<file path="src/rtl/core/assert_macros.svh">
// Assertion macros shared by the converter RTL.
// Each macro expects a clock named clk and an active-low reset named arst_n in scope.
`ifndef ASSERT_MACROS_SVH
`define ASSERT_MACROS_SVH

// Consequent must hold in the same cycle as the antecedent.
`define ASSERT_IMP(lbl, ante, cons, msg) \
	lbl: assert property (@(posedge clk) disable iff (!arst_n) (ante) |-> (cons)) \
		else $error(msg);

// Consequent must hold in the cycle after the antecedent.
`define ASSERT_NXT(lbl, ante, cons, msg) \
	lbl: assert property (@(posedge clk) disable iff (!arst_n) (ante) |=> (cons)) \
		else $error(msg);

`endif

</file>
<file path="src/rtl/core/itpc_pkg.sv">
// Shared types, constants and the operator precedence table of the converter.
// No dependencies; every RTL module of the converter imports this package.
`default_nettype none

package itpc_pkg;

	localparam int STACK_DEPTH = 32;
	localparam int REF_BITS    = 16;
	localparam int CODE_W      = 6;
	localparam int CMD_W       = 2;
	localparam int PREC_W      = 5;
	localparam int NUM_KNOWN   = 43;
	localparam int CNT_W       = $clog2(STACK_DEPTH + 1);
	localparam int IDX_W       = $clog2(STACK_DEPTH);
	localparam int IN_DATA_W   = ((CODE_W + REF_BITS + 7) / 8) * 8;
	localparam int OUT_DATA_W  = ((1 + CODE_W + REF_BITS + 7) / 8) * 8;

	localparam logic [CODE_W-1:0] CODE_LPAREN = CODE_W'(0);
	localparam logic [CODE_W-1:0] CODE_RPAREN = CODE_W'(1);

	localparam logic [CMD_W-1:0] CMD_OPERAND  = CMD_W'(0);
	localparam logic [CMD_W-1:0] CMD_OPERATOR = CMD_W'(1);
	localparam logic [CMD_W-1:0] CMD_END      = CMD_W'(2);

	// Precedence of each known operator code; XOR ranks below OR.
	localparam logic [PREC_W-1:0] PREC_TABLE [NUM_KNOWN] = '{
		5'd17, 5'd17, 5'd15, 5'd16, 5'd16, 5'd16, 5'd14, 5'd14, 5'd14, 5'd14,
		5'd13, 5'd13, 5'd12, 5'd12, 5'd11, 5'd9,  5'd10, 5'd8,  5'd8,  5'd8,
		5'd8,  5'd8,  5'd8,  5'd8,  5'd8,  5'd7,  5'd6,  5'd5,  5'd4,  5'd3,
		5'd3,  5'd3,  5'd3,  5'd3,  5'd3,  5'd3,  5'd3,  5'd3,  5'd3,  5'd3,
		5'd3,  5'd3,  5'd2
	};

	// Token classes produced by the front end.
	typedef enum logic [2:0] {
		K_OPERAND,
		K_LPAREN,
		K_RPAREN,
		K_OPER,
		K_FLUSH,
		K_IGNORE
	} kind_t;

	typedef struct packed {
		kind_t               kind;
		logic [CODE_W-1:0]   code;
		logic [PREC_W-1:0]   prec;
		logic                right_assoc;
		logic [REF_BITS-1:0] opnd;
	} tok_t;

	typedef struct packed {
		logic                is_op;
		logic [CODE_W-1:0]   code;
		logic [REF_BITS-1:0] opnd;
		logic                err;
	} res_t;

	typedef struct packed {
		logic [CNT_W-1:0] count;
	} back_stat_t;

	// Unknown codes have precedence zero.
	function automatic logic [PREC_W-1:0] prec_of(input logic [CODE_W-1:0] code);
		logic [PREC_W-1:0] p;
		p = '0;
		if (code < CODE_W'(NUM_KNOWN)) begin
			p = PREC_TABLE[code];
		end
		return p;
	endfunction

	// Power, the unary operators, logical not, the conditional and the
	// assignments associate right; everything else associates left.
	function automatic logic right_of(input logic [CODE_W-1:0] code);
		return (code >= CODE_W'(2) && code <= CODE_W'(5)) || code == CODE_W'(25) ||
			(code >= CODE_W'(28) && code <= CODE_W'(41));
	endfunction

endpackage

`default_nettype wire

</file>
<file path="src/rtl/core/itpc_front.sv">
// Input stage of the converter: registers each accepted word and classifies it.
// Depends on itpc_pkg for the token type and the precedence table.
`default_nettype none

module itpc_front
	import itpc_pkg::*;
(
	input  wire logic                 clk,
	input  wire logic                 arst_n,
	input  wire logic                 s_tvalid,
	output logic                      s_tready,
	input  wire logic [IN_DATA_W-1:0] s_tdata,
	input  wire logic [CMD_W-1:0]     s_tuser,
	output logic                      tok_valid,
	input  wire logic                 tok_ready,
	output tok_t                      tok
);

	logic [CODE_W-1:0]   in_code;
	logic [REF_BITS-1:0] in_opnd;
	tok_t                cls;
	tok_t                tok_s1;
	logic                vld_s1;

	assign in_code = s_tdata[CODE_W-1:0];
	assign in_opnd = s_tdata[CODE_W +: REF_BITS];

	// Sort the word into one of the token classes the back end handles.
	always_comb begin
		cls.code        = in_code;
		cls.prec        = prec_of(in_code);
		cls.right_assoc = right_of(in_code);
		cls.opnd        = in_opnd;
		case (s_tuser)
			CMD_OPERAND: begin
				cls.kind = K_OPERAND;
			end
			CMD_OPERATOR: begin
				if (in_code == CODE_LPAREN) begin
					cls.kind = K_LPAREN;
				end else if (in_code == CODE_RPAREN) begin
					cls.kind = K_RPAREN;
				end else begin
					cls.kind = K_OPER;
				end
			end
			CMD_END: begin
				cls.kind = K_FLUSH;
			end
			default: begin
				cls.kind = K_IGNORE;
			end
		endcase
	end

	assign s_tready  = !vld_s1 || tok_ready;
	assign tok_valid = vld_s1;
	assign tok       = tok_s1;

	// The stage register refills or empties when it is free or the queue takes it.
	always_ff @(posedge clk or negedge arst_n) begin
		if (!arst_n) begin
			vld_s1 <= 1'b0;
		end else if (s_tready) begin
			vld_s1 <= s_tvalid;
		end
	end

	always_ff @(posedge clk) begin
		if (s_tvalid && s_tready) begin
			tok_s1 <= cls;
		end
	end

endmodule

`default_nettype wire

</file>
<file path="src/rtl/core/itpc_queue.sv">
// Two-entry token queue between the front end and the stack engine.
// Depends on itpc_pkg for the token type.
`default_nettype none

module itpc_queue
	import itpc_pkg::*;
(
	input  wire logic clk,
	input  wire logic arst_n,
	input  wire logic in_valid,
	output logic      in_ready,
	input  wire tok_t in_tok,
	output logic      out_valid,
	input  wire logic out_ready,
	output tok_t      out_tok
);

	tok_t       ent_q [2];
	logic [1:0] cnt_q;
	logic       wr_q;
	logic       rd_q;
	logic       do_push;
	logic       do_pop;

	assign in_ready  = cnt_q != 2'd2;
	assign out_valid = cnt_q != 2'd0;
	assign out_tok   = ent_q[rd_q];
	assign do_push   = in_valid && in_ready;
	assign do_pop    = out_valid && out_ready;

	// Pointers and fill level.
	always_ff @(posedge clk or negedge arst_n) begin
		if (!arst_n) begin
			cnt_q <= 2'd0;
			wr_q  <= 1'b0;
			rd_q  <= 1'b0;
		end else begin
			if (do_push) begin
				wr_q <= !wr_q;
			end
			if (do_pop) begin
				rd_q <= !rd_q;
			end
			if (do_push && !do_pop) begin
				cnt_q <= cnt_q + 2'd1;
			end else if (do_pop && !do_push) begin
				cnt_q <= cnt_q - 2'd1;
			end
		end
	end

	always_ff @(posedge clk) begin
		if (do_push) begin
			ent_q[wr_q] <= in_tok;
		end
	end

endmodule

`default_nettype wire

</file>
<file path="src/rtl/core/itpc_back.sv">
// Stack engine of the converter: runs the operator stack, at most one pop or
// push per cycle, and drives the output stream. Depends on itpc_pkg.
`default_nettype none

module itpc_back
	import itpc_pkg::*;
(
	input  wire logic                  clk,
	input  wire logic                  arst_n,
	input  wire logic                  tok_valid,
	output logic                       tok_ready,
	input  wire tok_t                  tok,
	output logic                       m_tvalid,
	input  wire logic                  m_tready,
	output logic [OUT_DATA_W-1:0]      m_tdata,
	output logic                       m_tlast,
	output logic                       m_tuser,
	output back_stat_t                 stat
);

	typedef enum logic [3:0] {
		ST_IDLE  = 4'b0001,
		ST_RPAR  = 4'b0010,
		ST_OPER  = 4'b0100,
		ST_FLUSH = 4'b1000
	} state_t;

	state_t            state_q;
	state_t            state_d;
	tok_t              cur_q;
	logic [CODE_W-1:0] mem [STACK_DEPTH];
	logic [CNT_W-1:0]  cnt_q;
	logic [CNT_W-1:0]  cnt_m3;
	logic [CODE_W-1:0] top_q;
	logic [CODE_W-1:0] nxt_q;
	logic              full;
	logic              empty;
	logic [PREC_W-1:0] top_prec;
	logic              top_wins;

	logic              gen;
	logic              fin;
	logic              push;
	logic              pop;
	logic              take;
	logic              latch;
	logic [CODE_W-1:0] push_code;
	res_t              res;

	logic              pv_q;
	logic              plast_q;
	res_t              pres_q;
	logic              ov_q;
	logic              olast_q;
	res_t              ores_q;
	logic              o_free;
	logic              step_ok;
	logic              p_move;

	assign full     = cnt_q == CNT_W'(STACK_DEPTH);
	assign empty    = cnt_q == '0;
	assign cnt_m3   = cnt_q - CNT_W'(3);
	assign top_prec = prec_of(top_q);
	assign top_wins = cur_q.right_assoc ? (top_prec > cur_q.prec) : (top_prec >= cur_q.prec);

	// A result may be produced when the pending slot is free or can move on.
	assign o_free  = !ov_q || m_tready;
	assign step_ok = !pv_q || o_free;
	assign p_move  = pv_q && o_free && (plast_q || gen);

	// Sequencer: at most one stack action per cycle.
	always_comb begin
		state_d   = state_q;
		gen       = 1'b0;
		fin       = 1'b0;
		push      = 1'b0;
		pop       = 1'b0;
		take      = 1'b0;
		latch     = 1'b0;
		push_code = cur_q.code;
		res.is_op = 1'b1;
		res.code  = top_q;
		res.opnd  = '0;
		res.err   = 1'b0;
		case (state_q)
			ST_IDLE: begin
				push_code = tok.code;
				if (tok_valid) begin
					case (tok.kind)
						K_OPERAND: begin
							res.is_op = 1'b0;
							res.code  = '0;
							res.opnd  = tok.opnd;
							if (step_ok) begin
								take = 1'b1;
								gen  = 1'b1;
								fin  = 1'b1;
							end
						end
						K_LPAREN: begin
							res.code = tok.code;
							res.err  = 1'b1;
							if (full) begin
								if (step_ok) begin
									take = 1'b1;
									gen  = 1'b1;
									fin  = 1'b1;
								end
							end else begin
								take = 1'b1;
								push = 1'b1;
								fin  = 1'b1;
							end
						end
						K_RPAREN: begin
							take    = 1'b1;
							latch   = 1'b1;
							state_d = ST_RPAR;
						end
						K_OPER: begin
							take    = 1'b1;
							latch   = 1'b1;
							state_d = ST_OPER;
						end
						K_FLUSH: begin
							take    = 1'b1;
							state_d = ST_FLUSH;
						end
						default: begin
							take = 1'b1;
							fin  = 1'b1;
						end
					endcase
				end
			end
			ST_RPAR: begin
				// Pop down to the nearest left paren, which is dropped.
				if (empty) begin
					fin     = 1'b1;
					state_d = ST_IDLE;
				end else if (top_q == CODE_LPAREN) begin
					pop     = 1'b1;
					fin     = 1'b1;
					state_d = ST_IDLE;
				end else if (step_ok) begin
					gen = 1'b1;
					pop = 1'b1;
				end
			end
			ST_OPER: begin
				// Pop tighter ops (equal too if left-assoc); then push, or flag overflow.
				if (!empty && top_q != CODE_LPAREN && top_wins) begin
					if (step_ok) begin
						gen = 1'b1;
						pop = 1'b1;
					end
				end else if (full) begin
					res.code = cur_q.code;
					res.err  = 1'b1;
					if (step_ok) begin
						gen     = 1'b1;
						fin     = 1'b1;
						state_d = ST_IDLE;
					end
				end else begin
					push    = 1'b1;
					fin     = 1'b1;
					state_d = ST_IDLE;
				end
			end
			ST_FLUSH: begin
				// Everything on the stack leaves, left parens included.
				if (empty) begin
					fin     = 1'b1;
					state_d = ST_IDLE;
				end else if (step_ok) begin
					gen = 1'b1;
					pop = 1'b1;
				end
			end
			default: begin
				state_d = ST_IDLE;
			end
		endcase
	end

	assign tok_ready = take;

	// Control state: sequencer, stack fill, pending and output valid flags.
	always_ff @(posedge clk or negedge arst_n) begin
		if (!arst_n) begin
			state_q <= ST_IDLE;
			cnt_q   <= '0;
			pv_q    <= 1'b0;
			plast_q <= 1'b0;
			ov_q    <= 1'b0;
		end else begin
			state_q <= state_d;
			if (push) begin
				cnt_q <= cnt_q + CNT_W'(1);
			end else if (pop) begin
				cnt_q <= cnt_q - CNT_W'(1);
			end
			if (gen) begin
				pv_q    <= 1'b1;
				plast_q <= fin;
			end else if (p_move) begin
				pv_q <= 1'b0;
			end else if (fin) begin
				plast_q <= 1'b1;
			end
			if (p_move) begin
				ov_q <= 1'b1;
			end else if (m_tready) begin
				ov_q <= 1'b0;
			end
		end
	end

	// Stack memory with the top two entries mirrored in registers.
	always_ff @(posedge clk) begin
		if (push) begin
			mem[cnt_q[IDX_W-1:0]] <= push_code;
			top_q                 <= push_code;
			nxt_q                 <= top_q;
		end else if (pop) begin
			top_q <= nxt_q;
			nxt_q <= mem[cnt_m3[IDX_W-1:0]];
		end
	end

	// Result payloads.
	always_ff @(posedge clk) begin
		if (latch) begin
			cur_q <= tok;
		end
		if (gen) begin
			pres_q <= res;
		end
		if (p_move) begin
			ores_q  <= pres_q;
			olast_q <= plast_q;
		end
	end

	assign m_tvalid   = ov_q;
	assign m_tdata    = OUT_DATA_W'({ores_q.opnd, ores_q.code, ores_q.is_op});
	assign m_tlast    = olast_q;
	assign m_tuser    = ores_q.err;
	assign stat.count = cnt_q;

endmodule

`default_nettype wire

</file>
<file path="src/rtl/core/infix_to_postfix_converter.sv">
// Infix to postfix converter, top level.
// Channels: the slave side takes one infix token per word. tuser[1:0] is the
// token kind (operand, operator, end of expression). The master side gives
// one postfix token per word, and tlast marks the last word caused by an
// input token; tuser flags an operator push that found the stack full.
// Stack engine: an operand or a left paren is handled in the idle state. A
// right paren, an operator or an end of expression moves on to a state of
// its own that pops operators and then pushes or returns to idle, since the
// operator stack pops or pushes at most once per cycle.
// A word passes the input register, the queue, the pending register and the
// output register before it is presented on the master side, and it is held
// in the pending register until the next word of the same token or the end
// of that token is known, so that tlast can be set.
// Reset empties the stack and all queues; no clearing pass is needed.
// When the receiver stalls, the output register, the pending register,
// the two-entry queue and the input register fill in turn before s_tready
// drops.
`default_nettype none
`include "assert_macros.svh"

module infix_to_postfix_converter
	import itpc_pkg::*;
(
	input  wire logic                  clk,
	input  wire logic                  arst_n,
	input  wire logic                  s_tvalid,
	output logic                       s_tready,
	// Fields from bit 0: operator_code, operand_ref, zero fill.
	input  wire logic [IN_DATA_W-1:0]  s_tdata,
	// Fields from bit 0: cmd.
	input  wire logic [CMD_W-1:0]      s_tuser,
	output logic                       m_tvalid,
	input  wire logic                  m_tready,
	// Fields from bit 0: out_is_operator, out_operator, out_operand, zero fill.
	output logic [OUT_DATA_W-1:0]      m_tdata,
	// Field: out_last.
	output logic                       m_tlast,
	// Field: overflow_error.
	output logic                       m_tuser
);

	tok_t       f_tok;
	logic       f_valid;
	logic       f_ready;
	tok_t       q_tok;
	logic       q_valid;
	logic       q_ready;
	back_stat_t stat;

	itpc_front u_front (
		.clk       (clk),
		.arst_n    (arst_n),
		.s_tvalid  (s_tvalid),
		.s_tready  (s_tready),
		.s_tdata   (s_tdata),
		.s_tuser   (s_tuser),
		.tok_valid (f_valid),
		.tok_ready (f_ready),
		.tok       (f_tok)
	);

	itpc_queue u_queue (
		.clk       (clk),
		.arst_n    (arst_n),
		.in_valid  (f_valid),
		.in_ready  (f_ready),
		.in_tok    (f_tok),
		.out_valid (q_valid),
		.out_ready (q_ready),
		.out_tok   (q_tok)
	);

	itpc_back u_back (
		.clk       (clk),
		.arst_n    (arst_n),
		.tok_valid (q_valid),
		.tok_ready (q_ready),
		.tok       (q_tok),
		.m_tvalid  (m_tvalid),
		.m_tready  (m_tready),
		.m_tdata   (m_tdata),
		.m_tlast   (m_tlast),
		.m_tuser   (m_tuser),
		.stat      (stat)
	);

	// The stack never holds more than its depth.
	`ASSERT_IMP(a_count_bound, 1'b1, stat.count <= CNT_W'(STACK_DEPTH), "stack count beyond depth")

	// The stack moves by at most one entry per cycle.
	`ASSERT_NXT(a_count_step, 1'b1,
		stat.count == $past(stat.count) || stat.count == $past(stat.count) + CNT_W'(1) ||
		stat.count == $past(stat.count) - CNT_W'(1), "stack count jumped")

	// An overflow report is an operator word and closes its token.
	`ASSERT_IMP(a_ovf_word, m_tvalid && m_tuser, m_tdata[0] && m_tlast, "bad overflow word")

endmodule

`default_nettype wire

</file>
<file path="config.mk">
export PLATFORM = sky130hd
export DESIGN_NAME = infix_to_postfix_converter
export DESIGN_NICKNAME = d
export VERILOG_FILES = /design/src/rtl/core/itpc_pkg.sv /design/src/rtl/core/itpc_front.sv /design/src/rtl/core/itpc_queue.sv /design/src/rtl/core/itpc_back.sv /design/src/rtl/core/infix_to_postfix_converter.sv
export VERILOG_INCLUDE_DIRS = /design/src /design/src/rtl/core
export SDC_FILE = /design/constraint.sdc
export NUM_CORES = 1
export LEC_CHECK = 0
export BUFFER_PORTS_ARGS = -buffer_cell sky130_fd_sc_hd__buf_4
export CORE_MARGIN = 2
export CORE_UTILIZATION = 50
export CTS_CLUSTER_SIZE = 16
export DETAILED_ROUTE_END_ITERATION = 8
export HOLD_SLACK_MARGIN = 0.15
export PLACE_DENSITY_LB_ADDON = 0.05
export SLEW_MARGIN = 40
export SYNTH_ARGS = -nofsm -noshare
export SYNTH_HDL_FRONTEND = slang
export SYNTH_SLANG_ARGS = --single-unit
</file>
<file path="constraint.sdc">
create_clock -name clk -period 9.25 [get_ports clk]
set_input_delay 0.925 -clock clk [delete_from_list [all_inputs] [get_ports clk]]
set_output_delay 0.925 -clock clk [all_outputs]
set_load 0.02 [all_outputs]
</file>
# Word level (Yosys, flattened, before mapping)
# Memory sizes are Yosys's and may differ from the RTL's. A register that Yosys moved wholly into a read port is not among the register bits.
# Cells that the tools add are included.
dict set report classes {
  addsub 5
  multipliers 0
  div 0
  n_lt_le_gt_ge 9
  eq_ne 21
  shift 0
  muxes 79
  n_bitwise 2
  reduce_logical 44
}
# operator n
set op_table {}
lappend op_table {{$mux 6} 9}
lappend op_table {{$mux 1} 42}
lappend op_table {{$mux 4} 7}
lappend op_table {{$pmux 6 s2} 2}
lappend op_table {{$mux 23} 1}
lappend op_table {{$logic_not 6->1} 3}
lappend op_table {{$mux 16} 1}
lappend op_table {{$pmux 4 s4} 1}
lappend op_table {{$mux 5} 3}
lappend op_table {{$not 6->7} 2}
lappend op_table {{$lt 6x6->1 const B} 2}
lappend op_table {{$pmux 4 s3} 1}
lappend op_table {{$reduce_bool 2->1} 6}
lappend op_table {{$logic_and 1x1->1} 11}
lappend op_table {{$logic_not 1->1} 9}
lappend op_table {{$pmux 3 s3} 1}
lappend op_table {{$pmux 1 s2} 4}
lappend op_table {{$pmux 1 s4} 2}
lappend op_table {{$ge 7x7->1 const B} 1}
lappend op_table {{$add 6x1->6 const B} 1}
lappend op_table {{$eq 3x2->1 const B} 2}
lappend op_table {{$eq 6x1->1 const B} 1}
lappend op_table {{$eq 6x5->1 const B} 1}
lappend op_table {{$eq 6x6->1 const B} 1}
lappend op_table {{other kinds (35)} 46}
dict set report word_totals {
  register_bits 117
  latch_bits 0
  ram_bits 254
  rom_bits 640
  inputBits 30
  output_inout_bits 28
  wordCells 191
  memories 4
}
# name depth width rd rd_ports_with_merged_regs write_ports line_no
set memory_table {}
lappend memory_table {{(name not given)} 64 5 1 0 0 itpc_pkg.sv:68} ;# p = PREC_TABLE[code];
lappend memory_table {{(name not given)} 64 5 1 1 0 itpc_pkg.sv:68}
lappend memory_table {u_back.mem 32 6 1 0 1 itpc_back.sv:31} ;# logic [CODE_W-1:0] mem [STACK_DEPTH];
lappend memory_table {u_queue.ent_q 2 31 1 0 1 itpc_queue.sv:18} ;# tok_t ent_q [2];

# Logic depth before layout (Yosys ltp)
dict set report logic_depth {
  ltp_word 14
  mapped_depth 21
}

# By module
# A second synthesis with hierarchy kept.
dict set report hier_totals {
  hier_cells 877
  hier_area_um2 15758.9
}
# module n_inst cells_per_inst area_per_inst_um2
set modules_own_cells {}
lappend modules_own_cells {itpc_back 1 667 11776.3}
lappend modules_own_cells {itpc_queue 1 115 2587.5}
lappend modules_own_cells {itpc_front 1 95 1395.1}

# Least setup slack after synthesis
# Ideal clock, no wire load.
dict set report synth_path {
  kind {reg2reg}
  from {reg u_back.top_q[1]}
  to {reg u_back.cnt_q[5], in the netlist u_back.stat[5]}
  setup_time_ns 0.080
  t_arrival_ns 4.158
  t_required_ns 9.170
  slack_ns 5.012
  path_stages_with_launch 21
  period_less_slack_ns 4.238
  path_cell_list {edfxtp_1 ha_1 maj3_1 nand2_1 o31ai_1 o21ai_0 o21ai_0 ha_1 nand4_1 o22a_1 a211oi_2 o21ai_4 nand2_4 buf_6 ha_1 a211oi_1 o21bai_1 a21oi_1 nor2_1 a221oi_1 xnor2_1}
}
dict set report synth_via {
  elab_chain_cells 11
  word_cells_on_any_way 21
  classes_between {order compare (3); mux (11); bitwise (1); reduce/logical (5); memory (1)}
}
# item line_no
set synth_rtl {}
lappend synth_rtl {{start, declared} itpc_back.sv:34} ;# logic [CODE_W-1:0] top_q;
lappend synth_rtl {{start signal, assigned} itpc_back.sv:224} ;# top_q <= push_code;
lappend synth_rtl {{start signal, assigned} itpc_back.sv:227} ;# top_q <= nxt_q;
lappend synth_rtl {{$not 6->7 (implied by the code)} itpc_pkg.sv:68}
lappend synth_rtl {{$mem_v2 64x5} --}
lappend synth_rtl {{$mux 5 (implied by the code) (2 in a row)} itpc_pkg.sv:68}
lappend synth_rtl {{$mux 5} itpc_pkg.sv:67} ;# if (code < CODE_W'(NUM_KNOWN)) begin
lappend synth_rtl {{$ge 5x5->1 or $gt 5x5->1 (tied branches)} itpc_back.sv:64} ;# assign top_wins = cur_q.right_assoc ? (top_prec > cur_q.prec) : (top_prec >= cur_q.prec);
lappend synth_rtl {{$mux 1} itpc_back.sv:64}
lappend synth_rtl {{$logic_and 1x1->1} itpc_back.sv:152} ;# if (!empty && top_q != CODE_LPAREN && top_wins) begin
lappend synth_rtl {{$mux 1} itpc_back.sv:152}
lappend synth_rtl {{$pmux 1 s3 or $pmux 1 s2 (tied branches)} itpc_back.sv:85} ;# case (state_q)
lappend synth_rtl {{$reduce_bool 2->1 (no source line) or $mux 6 (tied branches)} --}
lappend synth_rtl {{end signal, assigned} itpc_back.sv:200} ;# cnt_q <= cnt_q + CNT_W'(1);
lappend synth_rtl {{end signal, assigned} itpc_back.sv:202} ;# cnt_q <= cnt_q - CNT_W'(1);
lappend synth_rtl {{end, declared} itpc_back.sv:32} ;# logic [CNT_W-1:0] cnt_q;
# Parallel ways exist; a longest one is shown, timed or not. The select of a mux whose other input is x is not followed.
# A chain may end at the register's enable or synchronous reset.

# Worst setup path in the final report
# Ends and elaborated chain as after synthesis.

==> impl_metrics.py <==
metrics = {
    "status": {
        "status": "complete, no violations",
    },
    "place": {
        "post-place-ws_ns": 4.38,
        "place.gp.congestion": 0.884,
        "dpl_cell_area_um2": 16400,
        "dp_hpwl_um": 19500,
        "dp_cells": 1323,
        "io_buffers": 54,
    },
    "critical_path": {
        "cp-end-kind": "register",
        "arrival_ns": 5.37,
        "path_cells": "ha_1, maj3_1, nand2_1, o31ai_1, o21ai_0, o21ai_0, ha_1, nand4_1, o22a_1, a211oi_2, o21ai_4, nand2_4, ha_1, a211oi_1, o21bai_1, a21oi_1, nor2_1, a221oi_1, xnor2_1",
        "cp_num_cells": 19,
        "path_max_fanout": 17,
        "start_kind": "register",
        "slowest_stage": "edfxtp_1",
        "crit_top_cell": "ha_1",
        "critPathCapture": "u_back.stat[5]",
        "worstReg2RegEnd": "u_back.stat[5]",
        "regToRegSetupSlack_ns": 4.32,
        "cp-startpoint": "u_back.top_q[1]",
        "regToRegStartpoint": "u_back.top_q[1]",
        "max_stage_delay_ns": 0.58,
        "cp.required_ns": 9.69,
        "r2r_cells": 19,
        "cp_top_family": "compound AO/OA/AOI/OAI gates",
        "worst-setup-path-type": "register to register",
        "crit_buf_inv": 0,
    },
    "floorplanning": {
        "dieWidth_um": 180,
        "floorplan.rows": 64,
        "ios": 58,
        "initial_core_util_pct": 50.7,
        "die_area_um2": 32400,
        "die_h_um": 180,
        "fp.coreArea_um2": 30600,
    },
    "synth": {
        "async_reset_ff_share_pct": 4.79,
        "syn-num-nets": 950,
        "synth_edf_count": 358,
        "synthTopCellsByArea": "edfxtp_1, mux4_2, mux2i_1, dfrtp_1, nor2_1",
        "ys.flop_type": "edfxtp_1",
        "synth_top_area_cell": "edfxtp_1",
        "synth.most_common_cell": "edfxtp_1",
        "yosysTopAreaCellShare_pct": 69.4,
        "avgSynthCellArea_um2": 17.4,
        "synthCells": 893,
        "synth-seq-cells": 376,
        "seq_area_frac_synth_pct": 72.3,
        "yosysUniqueCellTypes": 70,
        "yosysWarnings": 0,
        "synth_common_cells": "edfxtp_1, nor2_1, mux2i_1",
        "syn_area_um2": 15500,
    },
    "timing": {
        "hold_ws_ns": 0.282,
        "clock.fmax_mhz": 203,
        "slew_violations": 0,
        "grt_setup_unrepaired": "false",
        "finalSetupViolCount": 0,
        "setup_ws_ns": 4.32,
        "tightest_slew_ns": 0.770,
        "finalCriticalPeriod_ns": 4.93,
        "fin_tns_setup_ns": 0,
        "fin_crit_sh_pct": 53.3,
        "slew_headroom_pct": 48.7,
        "skew_ns": 0.0211,
        "hold_viol": 0,
    },
    "global_routing": {
        "grt_pass1_wl_um": 46500,
        "grt_start_max_net_pins": 39,
        "grt_overflow": 0,
        "antenna_found_initial": 0,
        "grt_pass1_vias": 8242,
        "track_usage_pct": 18.5,
    },
    "route": {
        "ant_nets": 0,
        "wl_per_cell_um": 21.6,
        "viasPerCell": 5.80,
        "drt_iter0_markers": 712,
        "drc_errors": 0,
        "vias": 8068,
        "wirelength_um": 30100,
        "firstDrtPassIters": 5,
    },
    "power": {
        "total_power_mw": 6.21,
        "pwr_density_cell_nw_per_um2": 352,
        "peakVddDrop_mv": 0.206,
        "p_leak_nw": 6.10,
    },
    "clock_network": {
        "tritoncts": "done",
        "ctsHoldBuffers": 0,
        "post_cts_buffers": 0,
        "ctsRootBufferMaster": "clkbuf_16",
        "clk_pin_slew_worst_paths_ns": 0.06,
        "numCtsBuffers": 39,
        "cts.path.max_buffers": 3,
        "htree_levels": 2,
        "cts_resized": 0,
        "clock_latency_ns": 0.52,
        "cts_sinks": 376,
    },
    "layout": {
        "final_util_pct": 57.7,
        "diodes": 0,
        "stdcell_area_um2": 17600,
        "layout.nets": 1025,
        "syn2layout_area_growth_pct": 13.8,
        "stdcell_count": 1391,
        "drive_above_1_share_pct": 22.2,
    },
    "flow_run": {
        "drv_cap": 0,
    },
    "worst_hold_path": {
        "hold_class": "input port to asynchronous set/reset pin",
    },
}
[worst register-to-register path: stages (launching register included)]
cell and delay [ns]:
edfxtp_1 0.58, ha_1 0.32, maj3_1 0.36, nand2_1 0.08
o31ai_1 0.07, o21ai_0 0.19, o21ai_0 0.12, ha_1 0.30
nand4_1 0.09, o22a_1 0.25, a211oi_2 0.57, o21ai_4 0.18
nand2_4 0.28, ha_1 0.31, a211oi_1 0.25, o21bai_1 0.12
a21oi_1 0.26, nor2_1 0.07, a221oi_1 0.29, xnor2_1 0.16
[state kept, by name, indices dropped and copies added (netlist names), 2 cells and up]
register / count
u_queue.ent_q: 62
u_back.cur_q: 12
u_back.pres_q: 24
u_queue.cnt_q: 2
u_back.top_q: 6
u_front.tok: 31
u_back.stat: 6
u_back.mem: 192
u_back.state_q: 4
u_back.nxt_q: 6
u_back.m_tdata: 23
[cell type report]
cell class	count	area (µm²)
fillers	2353	12900
flip-flops and latches	376	11200
multi-input cells	455	4080
clock buffers	47	1030
repair buffers	70	546
well taps	396	495
clock inverters	21	198
inverters	26	97.6
[worst min-delay path by stage]
| stage | from | end | slack, ns | cells past startpoint |
|---|---|---|---|---|
| final | arst_n | u_back.stat[5] | 0.28 | 1 |
| after global routing | arst_n | u_back.stat[5] | 0.28 | 1 |
| after CTS | arst_n | u_back.stat[5] | 0.26 | 1 |
| after detailed placement | u_back.pres_q[5] | u_back.m_tdata[11] | 0.40 | 0 |
| after floorplan | u_back.pres_q[23] | u_back.m_tdata[0] | 0.40 | 0 |
| after global placement | u_back.pres_q[2] | u_back.m_tdata[8] | 0.40 | 0 |
[cells by family (layout without fill, tap and decap cells)]
group / Yosys count / count (layout) / share of synthesized area (%)
other: 1 / 1 / 0.0242
AO/OA/AOI/OAI: 119 / 119 / 5.43
flip-flops: 376 / 376 / 72.3
XOR/XNOR: 12 / 12 / 0.678
AND/OR/NAND/NOR: 176 / 176 / 5.63
multiplexers: 119 / 119 / 12.0
buffers and inverters: 62 / 164 / 1.72
adder cells (fa/ha/maj): 28 / 28 / 2.29
[metal layers]
metal / track usage, % / vias to the layer above / wire length, µm
met3: 2.61 / 45 / 1330
met5: 0 / - / 0
li1: - / 3657 / -
met4: 5.32 / 0 / 685
met1: 26.4 / 4163 / 13400
met2: 30.0 / 203 / 14600
[cells in the final DEF, fill, tap and decap left out, types with 6 or more instances in the layout]
cell,n
nor2_1,89
inv_1,26
nor2b_1,7
mux2_2,13
nand2_1,25
nand2b_1,12
a221oi_1,7
xor2_1,6
nor3_1,6
a221o_1,6
mux2_4,9
a21oi_1,16
dfrtp_1,16
mux4_2,48
a21oi_2,6
mux2i_1,49
nand3_1,7
o21ai_0,26
edfxtp_1,358
clkbuf_1,6
ha_1,25
a22o_1,6
buf_4,69
clkbuf_16,39
clkinv_1,6
[report_power, final]
group / leakage, nW / internal, mW / switching (mW)
combinational: 2.00 / 0.856 / 1.25
sequential: 3.50 / 2.43 / 0.183
clock: 0.600 / 0.877 / 0.617
total: 6.10 / 4.16 / 2.05
No activity file was read; power rests on OpenSTA's default activity.
